==> src/hw/rtl/zcpd_pkg.sv <==
// shared constants and types for the zero crossing phase difference block
package zcpd_pkg;
   localparam int NUM_OSC_DEF    = 8;
   localparam int TIME_BITS_DEF  = 32;
   localparam int PHASE_BITS_DEF = 16;
   localparam int IDX_W   = 3;
   localparam int CNT_W   = 4;
   localparam int VEL_W   = 16;
   localparam int OUT_PH_W = 16;
   localparam logic [CNT_W-1:0] COUNT_RESET = 4'd8;

   // controller to datapath commands
   typedef struct packed {
      logic take_item;   // capture input word and apply crossing update
      logic chk_start;   // clear completeness scan
      logic chk_step;    // scan one order entry
      logic ph_load;     // load divider operands for order entry sel
      logic div_step;    // one restoring division step
      logic ph_store;    // write divider result
      logic out_load;    // load output register for pair sel
      logic clr_cross;   // end of tick
   } cmd_type;

   typedef struct packed {
      logic last;        // captured last_of_tick
      logic crossed;     // crossing seen this tick
      logic all_seen;    // order complete
   } sts_type;
endpackage

==> src/hw/rtl/zcpd_ctrl.sv <==
// controller state machine for the zero crossing phase difference block
module zcpd_ctrl
   import zcpd_pkg::*;
#(
   parameter int NUM_OSC    = NUM_OSC_DEF,
   parameter int PHASE_BITS = PHASE_BITS_DEF
) (
   input  logic                       clock,
   input  logic                       reset,
   input  logic                       req_valid,
   output logic                       req_ready,
   input  logic                       out_full,
   input  logic                       rsp_ready,
   input  logic [$clog2(NUM_OSC+1)-1:0] cnt,
   input  sts_type                    sts,
   output cmd_type                    cmd,
   output logic [$clog2(NUM_OSC)-1:0] sel
);
   localparam int SW = $clog2(NUM_OSC);
   localparam int CW = $clog2(NUM_OSC+1);
   localparam int BW = $clog2(PHASE_BITS+1);

   typedef enum logic [2:0] {S_IDLE, S_EVAL, S_CHECK, S_LOAD, S_DIV, S_EMIT, S_WAIT}
      state_type;

   state_type      state_ff, state_in;
   logic [CW-1:0]  pos_ff, pos_in;
   logic [BW-1:0]  bit_ff, bit_in;

   assign sel       = pos_ff[SW-1:0];
   assign req_ready = (state_ff == S_IDLE);

   always_comb begin
      state_in = state_ff;
      pos_in   = pos_ff;
      bit_in   = bit_ff;
      cmd      = '0;
      case (state_ff)
         S_IDLE: begin
            if (req_valid) begin
               cmd.take_item = 1'b1;
               state_in      = S_EVAL;
            end
         end
         S_EVAL: begin
            if (!sts.last) begin
               state_in = S_IDLE;
            end else if (!sts.crossed) begin
               cmd.clr_cross = 1'b1;
               state_in      = S_IDLE;
            end else begin
               cmd.chk_start = 1'b1;
               pos_in        = '0;
               state_in      = S_CHECK;
            end
         end
         S_CHECK: begin
            cmd.chk_step = 1'b1;
            if (pos_ff == cnt - CW'(1)) begin
               pos_in   = CW'(1);
               state_in = S_LOAD;
            end else begin
               pos_in = pos_ff + CW'(1);
            end
         end
         S_LOAD: begin
            if (!sts.all_seen) begin
               cmd.clr_cross = 1'b1;
               state_in      = S_IDLE;
            end else if (pos_ff == cnt) begin
               pos_in   = '0;
               state_in = S_EMIT;
            end else begin
               cmd.ph_load = 1'b1;
               bit_in      = '0;
               state_in    = S_DIV;
            end
         end
         S_DIV: begin
            cmd.div_step = 1'b1;
            bit_in       = bit_ff + BW'(1);
            if (bit_ff == BW'(PHASE_BITS - 1)) begin
               state_in = S_WAIT;
            end
         end
         S_WAIT: begin
            cmd.ph_store = 1'b1;
            pos_in       = pos_ff + CW'(1);
            state_in     = S_LOAD;
         end
         S_EMIT: begin
            if (!out_full || rsp_ready) begin
               cmd.out_load = 1'b1;
               if (pos_ff == cnt - CW'(2)) begin
                  cmd.clr_cross = 1'b1;
                  state_in      = S_IDLE;
               end else begin
                  pos_in = pos_ff + CW'(1);
               end
            end
         end
         default: state_in = S_IDLE;
      endcase
   end

   always_ff @(posedge clock) begin
      if (reset) begin
         state_ff <= S_IDLE;
         pos_ff   <= '0;
         bit_ff   <= '0;
      end else begin
         state_ff <= state_in;
         pos_ff   <= pos_in;
         bit_ff   <= bit_in;
      end
   end

   a_div_done: assert property (@(posedge clock) disable iff (reset)
      state_ff == S_WAIT |-> $past(state_ff) == S_DIV) else $error("bad div exit");
   a_no_take_busy: assert property (@(posedge clock) disable iff (reset)
      cmd.take_item |-> state_ff == S_IDLE) else $error("item taken while busy");
   a_emit_room: assert property (@(posedge clock) disable iff (reset)
      cmd.out_load |-> (!out_full || rsp_ready)) else $error("output overrun");
endmodule

==> src/hw/rtl/zcpd_dp.sv <==
// datapath: crossing state, recency order, divider and output register
module zcpd_dp
   import zcpd_pkg::*;
#(
   parameter int NUM_OSC    = NUM_OSC_DEF,
   parameter int TIME_BITS  = TIME_BITS_DEF,
   parameter int PHASE_BITS = PHASE_BITS_DEF
) (
   input  logic                         clock,
   input  logic                         reset,
   input  logic [CNT_W-1:0]             csr_active_count_ff,
   input  logic [IDX_W-1:0]             req_osc_index,
   input  logic signed [VEL_W-1:0]      req_velocity,
   input  logic [TIME_BITS-1:0]         req_sample_time,
   input  logic                         req_last_of_tick,
   input  cmd_type                      cmd,
   input  logic [$clog2(NUM_OSC)-1:0]   sel,
   input  logic                         rsp_ready,
   output logic [$clog2(NUM_OSC+1)-1:0] cnt,
   output sts_type                      sts,
   output logic                         out_full,
   output logic                         rsp_valid,
   output logic [IDX_W-1:0]             rsp_pair_index,
   output logic [OUT_PH_W-1:0]          rsp_phase_diff,
   output logic [IDX_W-1:0]             rsp_oldest_osc,
   output logic                         rsp_last_pair
);
   localparam int SW = $clog2(NUM_OSC);
   localparam int CW = $clog2(NUM_OSC+1);
   localparam int TW = TIME_BITS;
   localparam int PW = PHASE_BITS;

   logic [NUM_OSC-1:0]         nonneg_ff, nonneg_in;
   logic [TW-1:0]              latest_ff [NUM_OSC];
   logic [TW-1:0]              prev_ff   [NUM_OSC];
   logic [SW-1:0]              order_ff  [NUM_OSC];
   logic [PW-1:0]              phase_ff  [NUM_OSC];
   logic                       cross_ff;
   logic                       last_ff;
   logic [NUM_OSC-1:0]         seen_ff;
   logic [TW:0]                rem_ff, rem_in;
   logic [TW-1:0]              den_ff;
   logic [PW-1:0]              quo_ff, quo_in;
   logic                       sat_ff, zero_ff;
   logic                       full_ff;
   logic [IDX_W-1:0]           pair_ff, old_ff;
   logic [OUT_PH_W-1:0]        diff_ff;
   logic                       lastp_ff;

   // effective active count, clamped to 2..NUM_OSC
   always_comb begin
      if (csr_active_count_ff < CNT_W'(2))
         cnt = CW'(2);
      else if (32'(csr_active_count_ff) > NUM_OSC)
         cnt = CW'(NUM_OSC);
      else
         cnt = CW'(csr_active_count_ff);
   end

   logic          act, neg, hit;
   logic [SW-1:0] ix;
   assign ix  = SW'(req_osc_index);
   assign act = (32'(req_osc_index) < 32'(cnt));
   assign neg = req_velocity[VEL_W-1];
   assign hit = cmd.take_item && act && nonneg_ff[ix] && neg;

   always_comb begin
      nonneg_in = nonneg_ff;
      if (cmd.take_item && act) nonneg_in[ix] = !neg;
   end

   // divider operands for the selected order entry
   logic [SW-1:0] dsel, oldest;
   logic [TW-1:0] i1, i2;
   assign dsel   = order_ff[sel];
   assign oldest = order_ff[0];
   assign i1     = latest_ff[dsel] - prev_ff[dsel];
   assign i2     = latest_ff[oldest] - prev_ff[dsel];

   logic [TW:0] sh;
   assign sh = {rem_ff[TW-1:0], 1'b0};
   always_comb begin
      rem_in = sh;
      quo_in = {quo_ff[PW-2:0], 1'b0};
      if (sh >= {1'b0, den_ff}) begin
         rem_in = sh - {1'b0, den_ff};
         quo_in[0] = 1'b1;
      end
   end

   logic [PW-1:0] dres;
   assign dres = zero_ff ? '0 : (sat_ff ? '1 : quo_ff);

   always_ff @(posedge clock) begin
      if (reset) begin
         nonneg_ff <= '1;
         cross_ff  <= 1'b0;
         full_ff   <= 1'b0;
         for (int i = 0; i < NUM_OSC; i++) begin
            latest_ff[i] <= '0;
            prev_ff[i]   <= '0;
            order_ff[i]  <= SW'(i);
            phase_ff[i]  <= '0;
         end
      end else begin
         nonneg_ff <= nonneg_in;
         if (cmd.take_item) last_ff <= req_last_of_tick;
         if (hit) begin
            prev_ff[ix]   <= latest_ff[ix];
            latest_ff[ix] <= req_sample_time;
            for (int c = 1; c < NUM_OSC; c++)
               if (c < 32'(cnt)) order_ff[c-1] <= order_ff[c];
            order_ff[SW'(cnt - CW'(1))] <= ix;
            cross_ff <= 1'b1;
         end
         if (cmd.clr_cross) cross_ff <= 1'b0;
         if (cmd.chk_start) seen_ff <= '0;
         if (cmd.chk_step && 32'(order_ff[sel]) < 32'(cnt)) seen_ff[order_ff[sel]] <= 1'b1;
         if (cmd.ph_load) begin
            phase_ff[oldest] <= '0;
            rem_ff  <= {1'b0, i2};
            den_ff  <= i1;
            quo_ff  <= '0;
            zero_ff <= (i1 == '0);
            sat_ff  <= (i2 >= i1);
         end
         if (cmd.div_step) begin
            rem_ff <= rem_in;
            quo_ff <= quo_in;
         end
         if (cmd.ph_store) phase_ff[dsel] <= dres;
         if (cmd.out_load) begin
            full_ff  <= 1'b1;
            pair_ff  <= IDX_W'(sel);
            diff_ff  <= OUT_PH_W'(phase_ff[SW'(sel + SW'(1))] - phase_ff[0]);
            old_ff   <= IDX_W'(oldest);
            lastp_ff <= (32'(sel) + 2 == 32'(cnt));
         end else if (rsp_ready) begin
            full_ff <= 1'b0;
         end
      end
   end

   logic all_seen;
   always_comb begin
      all_seen = 1'b1;
      for (int c = 0; c < NUM_OSC; c++)
         if (c < 32'(cnt) && !seen_ff[c]) all_seen = 1'b0;
   end

   assign sts.last     = last_ff;
   assign sts.crossed  = cross_ff;
   assign sts.all_seen = all_seen;
   assign out_full       = full_ff;
   assign rsp_valid      = full_ff;
   assign rsp_pair_index = pair_ff;
   assign rsp_phase_diff = diff_ff;
   assign rsp_oldest_osc = old_ff;
   assign rsp_last_pair  = lastp_ff;

   a_cnt_range: assert property (@(posedge clock) disable iff (reset)
      32'(cnt) >= 2 && 32'(cnt) <= NUM_OSC) else $error("count out of range");
   a_hold: assert property (@(posedge clock) disable iff (reset)
      full_ff && !rsp_ready |=> full_ff) else $error("result dropped");
   a_cross_set: assert property (@(posedge clock) disable iff (reset)
      hit |=> cross_ff) else $error("crossing lost");
endmodule

==> src/hw/rtl/zero_crossing_phase_difference_top.sv <==
// top level of the zero crossing phase difference block
// an input word that ends no update is accepted in idle and then evaluated
// an update adds an order check over the active count, then load, restoring division
// steps and store per non-oldest oscillator on the shared divider, a closing step and
// one result word per pair, none if the order is incomplete; one word in work at a time
// synchronous active-high reset restores count 8, order 0..7 and clears times
module zero_crossing_phase_difference_top
   import zcpd_pkg::*;
#(
   parameter int NUM_OSC    = NUM_OSC_DEF,
   parameter int TIME_BITS  = TIME_BITS_DEF,
   parameter int PHASE_BITS = PHASE_BITS_DEF
) (
   input  logic                    clock,
   input  logic                    reset,
   input  logic                    csr_write_enable,
   input  logic [CNT_W-1:0]        csr_write_data,
   input  logic                    req_valid,
   output logic                    req_ready,
   input  logic [IDX_W-1:0]        req_osc_index,
   input  logic signed [VEL_W-1:0] req_velocity,
   input  logic [TIME_BITS-1:0]    req_sample_time,
   input  logic                    req_last_of_tick,
   output logic                    rsp_valid,
   input  logic                    rsp_ready,
   output logic [IDX_W-1:0]        rsp_pair_index,
   output logic [OUT_PH_W-1:0]     rsp_phase_diff,
   output logic [IDX_W-1:0]        rsp_oldest_osc,
   output logic                    rsp_last_pair
);
   // active count register
   logic [CNT_W-1:0] count_ff;
   always_ff @(posedge clock) begin
      if (reset) begin
         count_ff <= COUNT_RESET;
      end else if (csr_write_enable) begin
         count_ff <= csr_write_data;
      end
   end

   cmd_type                      cmd;
   sts_type                      sts;
   logic [$clog2(NUM_OSC)-1:0]   sel;
   logic [$clog2(NUM_OSC+1)-1:0] cnt;
   logic                         out_full;

   // sequencer
   zcpd_ctrl #(.NUM_OSC(NUM_OSC), .PHASE_BITS(PHASE_BITS)) u_ctrl (
      .clock, .reset, .req_valid, .req_ready, .out_full, .rsp_ready,
      .cnt, .sts, .cmd, .sel
   );

   // state, divider and output word register
   zcpd_dp #(.NUM_OSC(NUM_OSC), .TIME_BITS(TIME_BITS), .PHASE_BITS(PHASE_BITS)) u_dp (
      .clock, .reset, .csr_active_count_ff(count_ff),
      .req_osc_index, .req_velocity, .req_sample_time, .req_last_of_tick,
      .cmd, .sel, .rsp_ready, .cnt, .sts, .out_full,
      .rsp_valid, .rsp_pair_index, .rsp_phase_diff, .rsp_oldest_osc, .rsp_last_pair
   );
endmodule
==> config.mk <==
export PLATFORM = sky130hd
export DESIGN_NAME = zero_crossing_phase_difference_top
export DESIGN_NICKNAME = d
export VERILOG_FILES = /design/src/hw/rtl/zcpd_pkg.sv /design/src/hw/rtl/zcpd_ctrl.sv /design/src/hw/rtl/zcpd_dp.sv /design/src/hw/rtl/zero_crossing_phase_difference_top.sv
export SDC_FILE = /design/constraint.sdc
export NUM_CORES = 2
export LEC_CHECK = 0
export ABC_AREA = 1
export BUFFER_PORTS_ARGS = -buffer_cell sky130_fd_sc_hd__buf_2
export CORE_MARGIN = 1.5
export CORE_UTILIZATION = 30
export CTS_CLUSTER_SIZE = 10
export DETAILED_ROUTE_END_ITERATION = 8
export GPL_ROUTABILITY_DRIVEN = 1
export SETUP_SLACK_MARGIN = 0.02
export SLEW_MARGIN = 20
export SYNTH_ARGS = -nofsm -noshare
export SYNTH_HDL_FRONTEND = slang
export SYNTH_HIERARCHICAL = 1
export SYNTH_SLANG_ARGS = --single-unit
export TNS_END_PERCENT = 100
==> constraint.sdc <==
create_clock -name clock -period 11.8 [get_ports clock]
set_clock_uncertainty 0.2 [all_clocks]
set_input_delay 1.18 -clock clock [delete_from_list [all_inputs] [get_ports clock]]
set_output_delay 1.18 -clock clock [all_outputs]
set_load 0.05 [all_outputs]
==> reports/qor.yml <==
cts:
  cts_tree: "done"
  post-cts-setup-buffers: 0
  cts.sinks: 804
  clk_pin_slew_ns: 0.05
  root_buffer: "clkbuf_16"
  cts_max_path_buffers: 3
  htree_levels: 3
  clk_latency_ns: 0.73
  cts_hold_buf: 0
  cts_buffers: 96
  cts_resized: 0
cells_and_area:
  drive_above_1_share_pct: 9.36
  fill_cells: 15430
  synthToLayoutAreaGrowth_pct: 11.6
  final_util_pct: 33.7
  finalNonFillerCells: 6985
  regArea_mm2: 0.0239
  nNetsFinal: 5144
  fin_area_mm2: 0.0504
  multi_input_area_mm2: 0.0180
placed_design:
  place_area_mm2: 0.0476
  post-place-ws_ns: 3.92
  gp_congestion: 0.945
  hpwl_mm: 98.0
  placedCellCount: 6841
  port_buffers: 70
logic_synthesis:
  synth_edf_count: 778
  synth_compound_gate_area_share_pct: 14.1
  async_flop_share_pct: 0
  yosys_warnings: 6
  netlist_area_mm2: 0.0451
  syn_area_per_cell_um2: 9.22
  synth_top_area_share_pct: 51.8
  yosys.area_share.simple_pct: 19.0
  synth_top_cells_by_count: "nor2_1 (857), edfxtp_1 (778), nand2_1 (745)"
  ys_types: 72
  yosysSeqAreaShare_pct: 52.9
  synth.largest_area_cell: "edfxtp_1"
  syn_nets: 5118
  synth_fa_ha_area_share_pct: 4.50
  synthXorXnorAreaFrac_pct: 1.82
  synthMuxAreaShare_pct: 0
  yosysMostFrequentCell: "nor2_1"
  synth_flop_cell: "edfxtp_1"
  synth_cells: 4897
  synth_area_leaders: "edfxtp_1 (52%), nor2_1 (7.1%), nand2_1 (6.2%)"
  ys_ff_latch: 804
  synth_top_family_by_area: "simple AND/OR/NAND/NOR gates"
global_routing:
  grt_pass1_vias: 35748
  grt_use_total_pct: 19.9
  overflow: 0
  grt_pass1_wl_mm: 229
  antenna_found_initial: 10
  grt_max_degree: 79
critical_path:
  r2r_end: "u_dp/sat_ff"
  crit_slowest_cell: "inv_2"
  critPathMaxStageDelay_ns: 0.81
  cpMostUsedCell: "nand2_1"
  rrSetupSlack_ns: 3.58
  worst_r2r_path_depth: 33
  cp-end-kind: "flop"
  regToRegStartpoint: "u_ctrl/pos_ff[0]"
  crit_fanout: 60
  critical_path_required_ns: 12.06
  startpoint_type: "flop"
  worstSetupPathType: "reg2reg"
  worstPathArrival_ns: 8.48
route:
  vias: 37780
  drt_wl_total_mm: 157
  via_per_inst: 5.41
  dr.pass1.iters: 9
  drt_iter0_markers: 4490
  drcViolationCount: 0
  ant_nets: 0
  drt-wirelength-per-cell_um: 22.4
run:
  drv_cap: 0
power:
  seqPwrFrac_pct: 30.2
  p_leak_nw: 20.0
  internal-power_mw: 6.76
  p_per_area_mw_per_mm2: 233
  pwr-share-clk_pct: 23.1
  combinationalPowerShare_pct: 46.7
  p_sw_mw: 5.00
  p_total_mw: 11.8
  peakVddDrop_mv: 0.132
  swShare_pct: 42.5
min_path:
  hold_start: "u_ctrl/bit_ff[4]"
  hold_depth: 2
  hold_class: "reg2reg"
  min_to: "u_ctrl/bit_ff[4]"
timing:
  timing_hold_violations_final: 0
  timing.final.ws_setup_ns: 3.58
  rsz0062_at_grt: "false"
  slew_headroom_pct: 23.6
  fmax_mhz: 122
  final.setup.tns_ns: 0
  drv_slew: 0
  period_share_pct: 69.7
  setup_viol: 0
  tightest_slew_ns: 1.14
  holdWs_ns: 0.264
  layout_min_cycle_time_ns: 8.22
die:
  dieArea_mm2: 0.153
  die_y_um: 391
  fp.dieW_um: 391
  placementRows: 142
  core_mm2: 0.150
  io-pin-count: 86
  initial_core_util_pct: 30.2
outcome:
  outcome: "completed"
-- per-layer routing --
metal | vias up | GRT usage (%) | wire, um
met3 | 523 | 5.36 | 18500
met1 | 18037 | 26.0 | 62100
li1 | 17020 | - | -
met5 | - | 0 | 49
met2 | 2192 | 30.5 | 68600
met4 | 8 | 9.37 | 7520
-- placed cells by master (no fill, tap or decap), types with 17 or more instances in the layout --
cell	instances
o22ai_1	191
xnor2_1	29
nand4_1	72
nor2_2	74
nand3_1	122
nand2_2	18
ha_1	156
a31oi_1	21
or2_2	24
nand2_1	732
inv_1	566
buf_4	80
xor2_1	64
o211ai_1	35
o21ai_1	24
nand2_4	20
nor2_1	855
o2111ai_1	33
clkbuf_1	27
o21ai_0	218
inv_2	30
a221oi_1	84
a21oi_1	204
o21bai_1	17
edfxtp_1	778
dfxtp_1	25
buf_2	70
nor3_1	21
a22oi_1	80
clkbuf_16	96
-- power by group through the flow --
stage / sequential [mW] / clock (mW) / combinational, mW
6_report: 3.55 / 2.71 / 5.49
5_1_grt: 3.57 / 2.86 / 6.07
4_1_cts: 3.55 / 2.76 / 5.39
3_5_place_dp: 3.61 / 0 / 5.36
3_3_place_gp: 3.60 / 0 / 5.31
2_1_floorplan: 3.60 / 0 / 3.75
-- logic make-up (layout without fill, tap and decap cells) --
group                    count (synthesis)  in the layout
adder cells (fa/ha/maj)                160            160
AND/OR/NAND/NOR                       2007           2007
AO/OA/AOI/OAI                         1002           1002
XOR/XNOR                                94             94
flip-flops                             804            804
buffers and inverters                  830            901
other                                    0              1
-- final cells by class --
cell class                      instances  area share (%)
Antenna cell                            1         0.00497
Clock buffer                          125            5.02
Clock inverter                         18           0.472
Inverter                              608            4.55
Multi-Input combinational cell       3263            35.6
Sequential cell                       804            47.4
Tap cell                             2016            5.01
Timing Repair Buffer                  150            1.89
-- worst max-delay path: cells and delay by family, from the launching register on --
kind                       cells  cell delay, ns
AOI/OAI and AO/OA              5            1.46
adders and majority gates      2            0.59
buffers and inverters          7            2.70
DFF                            1            0.44
and+or+nand+nor               19            2.46
-- state kept, by name, summed over array words and instances (netlist names), 3 cells and up --
| signal | flops |
|---|---|
| count_ff | 4 |
| u_dp/rem_ff | 32 |
| u_dp/rsp_phase_diff | 16 |
| u_dp/den_ff | 32 |
| u_dp/order_ff | 24 |
| u_dp/prev_ff | 256 |
| u_dp/latest_ff | 256 |
| u_ctrl/pos_ff | 4 |
| u_dp/rsp_oldest_osc | 3 |
| u_dp/quo_ff | 16 |
| u_dp/seen_ff | 8 |
| u_dp/nonneg_ff | 8 |
| u_ctrl/bit_ff | 5 |
| u_ctrl/state_ff | 3 |
| u_dp/rsp_pair_index | 3 |
| u_dp/phase_ff | 128 |
-- worst max-delay path by stage --
stage	from	end	slack (ns)	cells past startpoint
finish	u_ctrl/pos_ff[0]	u_dp/sat_ff	3.58	33
global route	u_ctrl/pos_ff[0]	u_dp/sat_ff	3.25	30
CTS	u_ctrl/pos_ff[0]	u_dp/sat_ff	3.89	33
detailed placement	u_ctrl/pos_ff[0]	u_dp/sat_ff	3.92	33
global placement	u_ctrl/pos_ff[0]	u_dp/sat_ff	4.00	33
floorplan	count_ff[3]	u_dp/quo_ff[0]	6.77	13
Note: power is estimated with default switching activity, not from simulation.
